$ cat config.mk
export PLATFORM = sky130hd
export DESIGN_NAME = max_channel_image_normalize_core
export DESIGN_NICKNAME = d
export VERILOG_FILES = /design/src/hdl/mcin_pkg.sv /design/src/hdl/max_channel_image_normalize_core.sv /design/src/hdl/mcin_lane.sv /design/src/hdl/mcin_merge.sv
export SDC_FILE = /design/constraint.sdc
export NUM_CORES = 1
export LEC_CHECK = 0
export BUFFER_PORTS_ARGS = -buffer_cell sky130_fd_sc_hd__buf_4
export CORE_MARGIN = 5
export CORE_UTILIZATION = 25
export CTS_CLUSTER_SIZE = 30
export DETAILED_ROUTE_END_ITERATION = 16
export GPL_TIMING_DRIVEN = 0
export PLACE_DENSITY_LB_ADDON = 0.1
export SLEW_MARGIN = 20
export SYNTH_ARGS = -nofsm -noshare
export SYNTH_HDL_FRONTEND = slang
export SYNTH_HIERARCHICAL = 1
export SYNTH_SLANG_ARGS = --single-unit
$ cat constraint.sdc
create_clock -name clk_i -period 8.2 [get_ports clk_i]
set_input_delay 0.41 -clock clk_i [delete_from_list [all_inputs] [get_ports clk_i]]
set_output_delay 0.41 -clock clk_i [all_outputs]
set_load 0.05 [all_outputs]
$ cat src/hdl/mcin_pkg.sv
// shared types and constants for the max-channel image normalize block
`default_nettype none

package mcin_pkg;

  // width of one color channel
  localparam int unsigned ChanW = 8;
  // quotient bits produced by the divider, and bits retired per cycle
  localparam int unsigned DivSteps = ChanW;
  localparam int unsigned BitsPerCycle = 2;
  localparam int unsigned StepCycles = DivSteps / BitsPerCycle;
  localparam int unsigned CntW = (StepCycles > 1) ? $clog2(StepCycles) : 1;

  // request commands
  localparam logic CmdMeasure = 1'b0;
  localparam logic CmdRewrite = 1'b1;

  // full-scale channel and opaque alpha
  localparam logic [ChanW-1:0] ChanFull = 8'hff;

  typedef logic [ChanW-1:0] chan_t;
  typedef logic [CntW-1:0] step_cnt_t;

  // control from the sequencer to every lane
  typedef struct packed {
    logic load;
    logic step;
  } lane_ctrl_t;

endpackage

`default_nettype wire

$ cat src/hdl/max_channel_image_normalize_core.sv
// top level of the max-channel image normalize block
`default_nettype none

// Contrast stretch of an ARGB image in two passes. Measure requests (cmd 0)
// do not hold off the input and give no result; the request marked last
// freezes the maximum over red, green and blue of all non-transparent pixels.
// Rewrite requests (cmd 1) give one pixel each. An opaque-side rewrite runs
// three lanes side by side, one divider per color, each retiring two quotient
// bits a cycle, and the result then goes into the result register. The input
// is held off until the rewrite's result has entered the result register, and
// longer while that register is stalled; a transparent rewrite skips the divider.
// A new request can enter while the previous result waits downstream.

module max_channel_image_normalize_core (
  input  logic        clk_i,
  input  logic        rst_ni,
  input  logic        in_valid_i,
  output logic        in_stall_o,
  input  logic        cmd_i,
  input  logic [31:0] pixel_in_i,
  input  logic        last_in_pass_i,
  output logic        out_valid_o,
  input  logic        out_stall_i,
  output logic [31:0] pixel_out_o
);
  import mcin_pkg::*;

  typedef enum logic [1:0] {
    StIdle,
    StDiv,
    StDone
  } state_e;

  state_e     state_q;
  step_cnt_t  cnt_q;
  chan_t      running_max_q, running_max_d;
  chan_t      scale_max_q;
  logic [31:0] px_q;
  logic       out_valid_q;
  logic [31:0] pixel_out_q;

  logic       accept;
  logic       out_free;
  lane_ctrl_t lane_ctrl;
  chan_t      cand_r, cand_g, cand_b;
  chan_t      quot_r, quot_g, quot_b;
  chan_t      lane_max;
  logic [31:0] merged_px;

  // handshake
  assign in_stall_o = (state_q != StIdle);
  assign accept     = in_valid_i && (state_q == StIdle);
  assign out_free   = !out_valid_q || !out_stall_i;

  // lane control
  assign lane_ctrl.load = accept && (cmd_i == CmdRewrite);
  assign lane_ctrl.step = (state_q == StDiv);

  // color lanes
  mcin_lane u_lane_r (
    .clk_i       (clk_i),
    .ctrl_i      (lane_ctrl),
    .chan_i      (pixel_in_i[23:16]),
    .run_max_i   (running_max_q),
    .scale_max_i (scale_max_q),
    .cand_o      (cand_r),
    .quot_o      (quot_r)
  );

  mcin_lane u_lane_g (
    .clk_i       (clk_i),
    .ctrl_i      (lane_ctrl),
    .chan_i      (pixel_in_i[15:8]),
    .run_max_i   (running_max_q),
    .scale_max_i (scale_max_q),
    .cand_o      (cand_g),
    .quot_o      (quot_g)
  );

  mcin_lane u_lane_b (
    .clk_i       (clk_i),
    .ctrl_i      (lane_ctrl),
    .chan_i      (pixel_in_i[7:0]),
    .run_max_i   (running_max_q),
    .scale_max_i (scale_max_q),
    .cand_o      (cand_b),
    .quot_o      (quot_b)
  );

  // merging stage
  mcin_merge u_merge (
    .cand_r_i (cand_r),
    .cand_g_i (cand_g),
    .cand_b_i (cand_b),
    .quot_r_i (quot_r),
    .quot_g_i (quot_g),
    .quot_b_i (quot_b),
    .pixel_i  (px_q),
    .max_o    (lane_max),
    .pixel_o  (merged_px)
  );

  // running maximum after a measure request
  assign running_max_d = (pixel_in_i[31:24] != '0) ? lane_max : running_max_q;

  // measure state
  always_ff @(posedge clk_i or negedge rst_ni) begin
    if (!rst_ni) begin
      running_max_q <= '0;
      scale_max_q   <= '0;
    end else if (accept && (cmd_i == CmdMeasure)) begin
      if (last_in_pass_i) begin
        scale_max_q   <= running_max_d;
        running_max_q <= '0;
      end else begin
        running_max_q <= running_max_d;
      end
    end
  end

  // held rewrite pixel
  always_ff @(posedge clk_i) begin
    if (lane_ctrl.load) begin
      px_q <= pixel_in_i;
    end
  end

  // sequencer and result register
  always_ff @(posedge clk_i or negedge rst_ni) begin
    if (!rst_ni) begin
      state_q     <= StIdle;
      cnt_q       <= '0;
      out_valid_q <= 1'b0;
      pixel_out_q <= '0;
    end else begin
      // result valid: set on a new result, cleared when taken
      if ((state_q == StDone) && out_free) begin
        out_valid_q <= 1'b1;
      end else if (out_valid_q && !out_stall_i) begin
        out_valid_q <= 1'b0;
      end
      case (state_q)
        StIdle: begin
          if (lane_ctrl.load) begin
            cnt_q <= '0;
            if (pixel_in_i[31:24] == '0) begin
              state_q <= StDone;
            end else begin
              state_q <= StDiv;
            end
          end
        end
        StDiv: begin
          if (cnt_q == step_cnt_t'(StepCycles - 1)) begin
            state_q <= StDone;
          end else begin
            cnt_q <= cnt_q + step_cnt_t'(1);
          end
        end
        StDone: begin
          if (out_free) begin
            pixel_out_q <= merged_px;
            state_q     <= StIdle;
          end
        end
        default: begin
          state_q <= StIdle;
        end
      endcase
    end
  end

  assign out_valid_o = out_valid_q;
  assign pixel_out_o = pixel_out_q;

endmodule

`default_nettype wire

$ cat src/hdl/mcin_lane.sv
// one color lane: maximum candidate and radix-4 restoring divider
`default_nettype none

module mcin_lane (
  input  logic               clk_i,
  input  mcin_pkg::lane_ctrl_t ctrl_i,
  input  mcin_pkg::chan_t    chan_i,
  input  mcin_pkg::chan_t    run_max_i,
  input  mcin_pkg::chan_t    scale_max_i,
  output mcin_pkg::chan_t    cand_o,
  output mcin_pkg::chan_t    quot_o
);
  import mcin_pkg::*;

  chan_t                rem_q, rem_d;
  chan_t                low_q, low_d;
  logic                 sat_q;
  chan_t                div;
  logic [2*ChanW-1:0]   prod;
  logic [ChanW:0]       rem9;
  chan_t                rem;
  chan_t                low;

  // candidate for the running maximum
  assign cand_o = (chan_i > run_max_i) ? chan_i : run_max_i;

  // zero maximum divides by one
  assign div = (scale_max_i == '0) ? chan_t'(1) : scale_max_i;

  // dividend 255*c as (c << 8) - c
  assign prod = {chan_i, {ChanW{1'b0}}} - {{ChanW{1'b0}}, chan_i};

  // two quotient bits per cycle
  always_comb begin
    rem  = rem_q;
    low  = low_q;
    rem9 = '0;
    for (int unsigned i = 0; i < BitsPerCycle; i++) begin
      rem9 = {rem, low[ChanW-1]};
      low  = {low[ChanW-2:0], 1'b0};
      if (rem9 >= {1'b0, div}) begin
        rem9   = rem9 - {1'b0, div};
        low[0] = 1'b1;
      end
      rem = rem9[ChanW-1:0];
    end
    rem_d = rem;
    low_d = low;
  end

  // divider state
  always_ff @(posedge clk_i) begin
    if (ctrl_i.load) begin
      rem_q <= prod[2*ChanW-1:ChanW];
      low_q <= prod[ChanW-1:0];
      sat_q <= (chan_i > scale_max_i);
    end else if (ctrl_i.step) begin
      rem_q <= rem_d;
      low_q <= low_d;
    end
  end

  // channel above the frozen maximum saturates
  assign quot_o = sat_q ? ChanFull : low_q;

endmodule

`default_nettype wire

$ cat src/hdl/mcin_merge.sv
// merging stage: maximum over the lanes and result pixel assembly
`default_nettype none

module mcin_merge (
  input  mcin_pkg::chan_t   cand_r_i,
  input  mcin_pkg::chan_t   cand_g_i,
  input  mcin_pkg::chan_t   cand_b_i,
  input  mcin_pkg::chan_t   quot_r_i,
  input  mcin_pkg::chan_t   quot_g_i,
  input  mcin_pkg::chan_t   quot_b_i,
  input  logic [31:0]       pixel_i,
  output mcin_pkg::chan_t   max_o,
  output logic [31:0]       pixel_o
);
  import mcin_pkg::*;

  chan_t max_rg;

  // maximum of the three lane candidates
  assign max_rg = (cand_r_i > cand_g_i) ? cand_r_i : cand_g_i;
  assign max_o  = (max_rg > cand_b_i) ? max_rg : cand_b_i;

  // transparent pixel passes, others become opaque and stretched
  assign pixel_o = (pixel_i[31:24] == '0) ? pixel_i
                                          : {ChanFull, quot_r_i, quot_g_i, quot_b_i};

endmodule

`default_nettype wire

== After elaboration in Yosys (flattened, before gate mapping) ==
Index checks and enable logic that the tools add are counted.
Storage, ports and cells
  flip-flop bits (word level): 136
  word-level logic and storage cells: 115
  output and inout port bits: 34
  input bits: 38
Cells by class
  add/sub/neg operators: 10
  $lt $le $gt $ge: 14
  reduce and logical (&&, ||, !) cells: 21
  multiplexer cells: 46
  equality and inequality tests: 7
  bitwise logic cells: 1
Operator list (count)
  $mux 8: 29
  $gt 8x8->1: 8
  $ge 9x8->1: 6
  $sub 16x8->16: 3
  $sub 8x8->8: 6
  $mux 32: 1
  $logic_not 8->1: 3
  $mux 2: 6
  $mux 1: 8
  $reduce_bool 2->1: 4
  $reduce_bool 8->1: 1
  $ne 2x2->1 const B: 3
  $pmux 2 s3: 1
  $reduce_and 3->1: 2
  $logic_and 1x1->1: 5
  $eq 2x2->1 const B: 2
  $pmux 2 s2: 1
  $reduce_and 2->1: 2
  $add 2x1->2 const B: 1
  $eq 2x1->1 const B: 1
  $logic_not 1->1: 2
  $logic_not 2->1: 1
  $ne 2x1->1 const B: 1
  $logic_or 1x1->1: 1
  $not 1->1: 1

== Depth between registers and ports, before layout ==
  word-level depth: 8
  depth in mapped cells: 26
  depth with buffers taken out: 24

== Cells and area by module ==
The synthesis kept the hierarchy.
Modules (own cells, without submodules)
  mcin_lane (u_lane_b ...): cells each 274, area an instance 2356.0 sq um, sequential area each 510.5 sq um, times used 2
  max_channel_image_normalize_core: cells each 196, area an instance 3195.6 sq um, sequential area each 2287.2 sq um, times used 1
  mcin_lane (u_lane_g): cells each 280, area an instance 2382.3 sq um, sequential area each 510.5 sq um, times used 1
  mcin_merge: cells each 134, area an instance 1077.3 sq um, sequential area each 0.0 sq um, times used 1

== Worst setup path after synthesis ==
No wires, ideal clock.
  kind: register to register
  start: register running_max_q[1]
  end: register scale_max_q[0]
  data required time: 8118 ps
  data arrival time: 5198 ps
  period minus slack after synthesis: 5279 ps
  path buffers: 2
  path slack: 2921 ps
  cell stages (with the launch flop): 25
  library setup time: 82 ps
  cells stage by stage: dfrtp_1 inv_1 ha_1 nor2b_1 o21a_1 o21a_1 o21ai_1 a21oi_1 o31ai_2 mux2_1 ha_1 nand4_1 o21ai_1 clkbuf_1 a21bo_2 nand2_1 ha_1 a211o_1 o211ai_1 nand4_1 and2_1 buf_2 a31oi_1 o21ai_0 a31oi_1
Between the ends
  word-level cells in the longest chain between the ends: 7
  elaborated cells on any way between the ends: 11
  classes of those cells: order compare: 5; mux: 6
RTL lines
  start, declared: line max_channel_image_normalize_core.sv:36  | chan_t running_max_q, running_max_d;
  start signal, assigned: line max_channel_image_normalize_core.sv:116  | running_max_q <= running_max_d;
  $gt 8x8->1 *: line mcin_lane.sv:25  | assign cand_o = (chan_i > run_max_i) ? chan_i : run_max_i;
  $mux 8 *: line mcin_lane.sv:25
  net cand_r[7]: line max_channel_image_normalize_core.sv:45  | chan_t cand_r, cand_g, cand_b;
  $gt 8x8->1: line mcin_merge.sv:20  | assign max_rg = (cand_r_i > cand_g_i) ? cand_r_i : cand_g_i;
  $mux 8 *: line mcin_merge.sv:20
  $gt 8x8->1: line mcin_merge.sv:21  | assign max_o = (max_rg > cand_b_i) ? max_rg : cand_b_i;
  $mux 8 *: line mcin_merge.sv:21
  net lane_max[0]: line max_channel_image_normalize_core.sv:47  | chan_t lane_max;
  $mux 8 *: line max_channel_image_normalize_core.sv:104  | assign running_max_d = (pixel_in_i[31:24] != '0) ? lane_max : running_max_q;
  end signal, assigned: line max_channel_image_normalize_core.sv:113  | scale_max_q <= running_max_d;
  end, declared: line max_channel_image_normalize_core.sv:37  | chan_t scale_max_q;
The timed path passes the listed nets; every way through them passes the cells marked *.
A chain may end at the register's enable or synchronous reset.

== Worst setup path after layout ==
  start: register running_max_q[1]
  end: register scale_max_q[7]
The elaborated chain is that of the path after synthesis.

==> results.cfg <==
[synthesis]
yosysWarnings = 6
ys.flop_type = edfxtp_1
syn_avg_cell_area_um2 = 9.82
yosysMostFrequentCell = ha_1
synth_top_area_share_pct = 21.9
synthCells = 1158
synth_top_cell_by_area = edfxtp_1
yosysSeqAreaShare_pct = 33.6
synth_nets = 1318
ys_top_cells_by_count = ha_1, inv_1, edfxtp_1, a21oi_1, nand2_1
synth.distinct_cells = 77
synthArstFlopShare_pct = 39.0
yosys-top-cells-area = edfxtp_1, ha_1, dfrtp_1
netlist_area_um2 = 11400
synth-edff-count = 83
yosys_register_bits = 136

[die]
io_pins = 72
num_rows = 78
initial_core_util_pct = 25.2
die_w_um = 223
die_y_um = 223
core_um2 = 45200
dieArea_um2 = 49800

[clock_network]
cts_tree = built
hold_buffers = 0
ctsRootBufferMaster = clkbuf_16
cts_sinks = 136
postCtsSetupBuffers = 0
cts_buffers = 17
cts_resized = 0
cts_buffer_depth = 2
worstSkewPairLatency_ns = 0.45
clk_pin_slew_ns = 0.07
cts_max_level = 4

[timing]
finalHoldViolCount = 0
max_freq_ghz = 0.150
finalCritPeriodShare_pct = 81.2
rsz0062_at_grt = no
min_period_ns = 6.66
fin_skew_ns = 0.0145
report.final.slew_viol_count = 0
timing.max_slew.rel_slack_pct = 38.8
setup_viol = 0
setup-tns-final_ns = 0
worst_pin_slew_ns = 0.918

[routing]
ant_nets = 0
wirelength_um = 36400
drc = 0
via_count = 9004
wl_per_cell_um = 19.5
vias_per_cell = 4.84
first_pass_iters = 5
drtIter0Drc = 508

[cells_and_area]
areaGrowthSynthToFinish_pct = 16.6
fillCellCount = 4750
nNetsFinal = 1408
drive_above_1_share_pct = 20.0
multiInputGateArea_um2 = 6990
antennaDiodeCount = 0
regArea_um2 = 3820

[worst_setup_path]
cp_data_required_time_ns = 8.57
critPathTopFamily = compound AO/OA/AOI/OAI gates
path_max_fanout = 10
crit_top_cell = ha_1
path_cells = inv_1 > ha_1 > nor2b_1 > o21a_1 > o21a_1 > o21ai_1 > a21oi_1 > o31ai_2 > mux2_1 > ha_1 > nand4_1 > o21ai_1 > clkbuf_1 > a21bo_2 > nand2_1 > ha_1 > a211o_1 > o211ai_1 > nand4_1 > and2_1 > buf_2 > a31oi_1 > o21ai_0 > a31oi_1
startpoint_type = flop
crit_arrival_ns = 7.02
max_stage_delay_ns = 0.66
path_class = flop to flop
slowest_stage = o31ai_2
path_buf_inv = 3
cp-end-kind = flop

[global_route]
grt_max_degree = 54
grt_util_met2_pct = 24.7
grt_util_met1_pct = 19.7
grt_pass1_vias = 9236
antenna_found_initial = 0
grt_first_pass_wirelength_um = 56000
top_usage_layer = met2
grt_usage_pct = 14.5
grt_use_met3_pct = 1.93
grt-ovfl-total = 0

[placed_design]
gp_congestion = 0.813
dp_hpwl_um = 27200
placement.io_buffers = 71

[run]
maxCapViolCount = 0

[outcome]
status = finished, final reports clean

[hold_path]
hp-class = input pin to async pin
==> path summary, 6_finish.rpt <==
check	from	end	slack, ns	depth (start not counted)
max	running_max_q[1]	scale_max_q[7]	1.54	24
min	rst_ni	pixel_out_o[3]	0.05	1
max reg2reg	running_max_q[1]	scale_max_q[7]	1.54	24
min reg2reg	pixel_out_o[6]	pixel_out_o[6]	0.50	1
max in group asynchronous	rst_ni	running_max_q[4]	7.63	1
min in group clk_i	pixel_in_i[31]	px_q[31]	0.18	1
==> logic make-up (layout without fill, tap and decap cells) <==
kind of cell	count (synthesis)	after routing	synth area share [%]
XOR/XNOR	33	33	2.54
multiplexers	118	118	12.2
AO/OA/AOI/OAI	289	289	17.5
AND/OR/NAND/NOR	323	323	15.4
adder cells (fa/ha/maj)	122	122	13.8
flip-flops	136	136	33.6
buffers and inverters	137	240	4.91
==> layout make-up <==
cell class / instances / area share (%)
multi-input combinational: 885 / 52.8
sequential: 136 / 28.8
tap: 600 / 5.66
timing repair buffer: 71 / 4.02
clock buffer: 19 / 3.27
inverter: 111 / 3.14
clock inverter: 13 / 1.26
buffer: 26 / 1.07
==> metal layers <==
metal | vias up | share of wire (%)
li1 | 4448 | -
met1 | 4413 | 48
met2 | 119 | 49
met3 | 24 | 2.3
met4 | 0 | 1.1
met5 | - | 0
==> cells in the final DEF, fill, tap and decap left out, drive strengths merged, types with 6 or more instances in the layout <==
| master | Yosys | final |
|---|---|---|
| mux2i | 18 | 18 |
| edfxtp | 83 | 83 |
| xor2 | 14 | 14 |
| ha | 116 | 116 |
| o211ai | 8 | 8 |
| nand4 | 15 | 15 |
| inv | 111 | 116 |
| o31a | 7 | 7 |
| or2 | 31 | 31 |
| a31oi | 20 | 20 |
| clkbuf | 11 | 30 |
| mux2 | 100 | 100 |
| a211oi | 7 | 7 |
| dfrtp | 53 | 53 |
| xnor2 | 19 | 19 |
| o21bai | 6 | 6 |
| buf | 15 | 86 |
| nor4 | 10 | 10 |
| a22o | 8 | 8 |
| a21boi | 6 | 6 |
| nor3 | 21 | 21 |
| or4 | 9 | 9 |
| o31ai | 12 | 12 |
| a21bo | 7 | 7 |
| a211o | 8 | 8 |
| nor2 | 55 | 55 |
| fa | 6 | 6 |
| nor2b | 23 | 23 |
| a21oi | 74 | 74 |
| a21o | 14 | 14 |
| nand3 | 39 | 39 |
| o21ai | 59 | 59 |
| o21a | 30 | 30 |
| a2111oi | 6 | 6 |
| nand2 | 66 | 66 |
| nand2b | 22 | 22 |
| and2 | 9 | 9 |
==> metrics by stage <==
step	instances	cell area [um^2]	utilization, %	setup WS [ns]	hold slack (ns)
3_3_place_gp	1829	12700	28.0	1.63	0.489
3_5_place_dp	1829	12700	28.0	1.63	0.495
4_1_cts	1861	13300	29.3	1.59	0.0651
6_report	1861	13300	29.3	1.54	0.0525
5_1_grt	1861	13300	29.3	1.18	0.109
2_1_floorplan	1158	11400	-	2.92	0.114
Power is left out: the tool's default activity adds up to more than one toggle a clock period on the data nets, which glitch-free logic cannot reach.
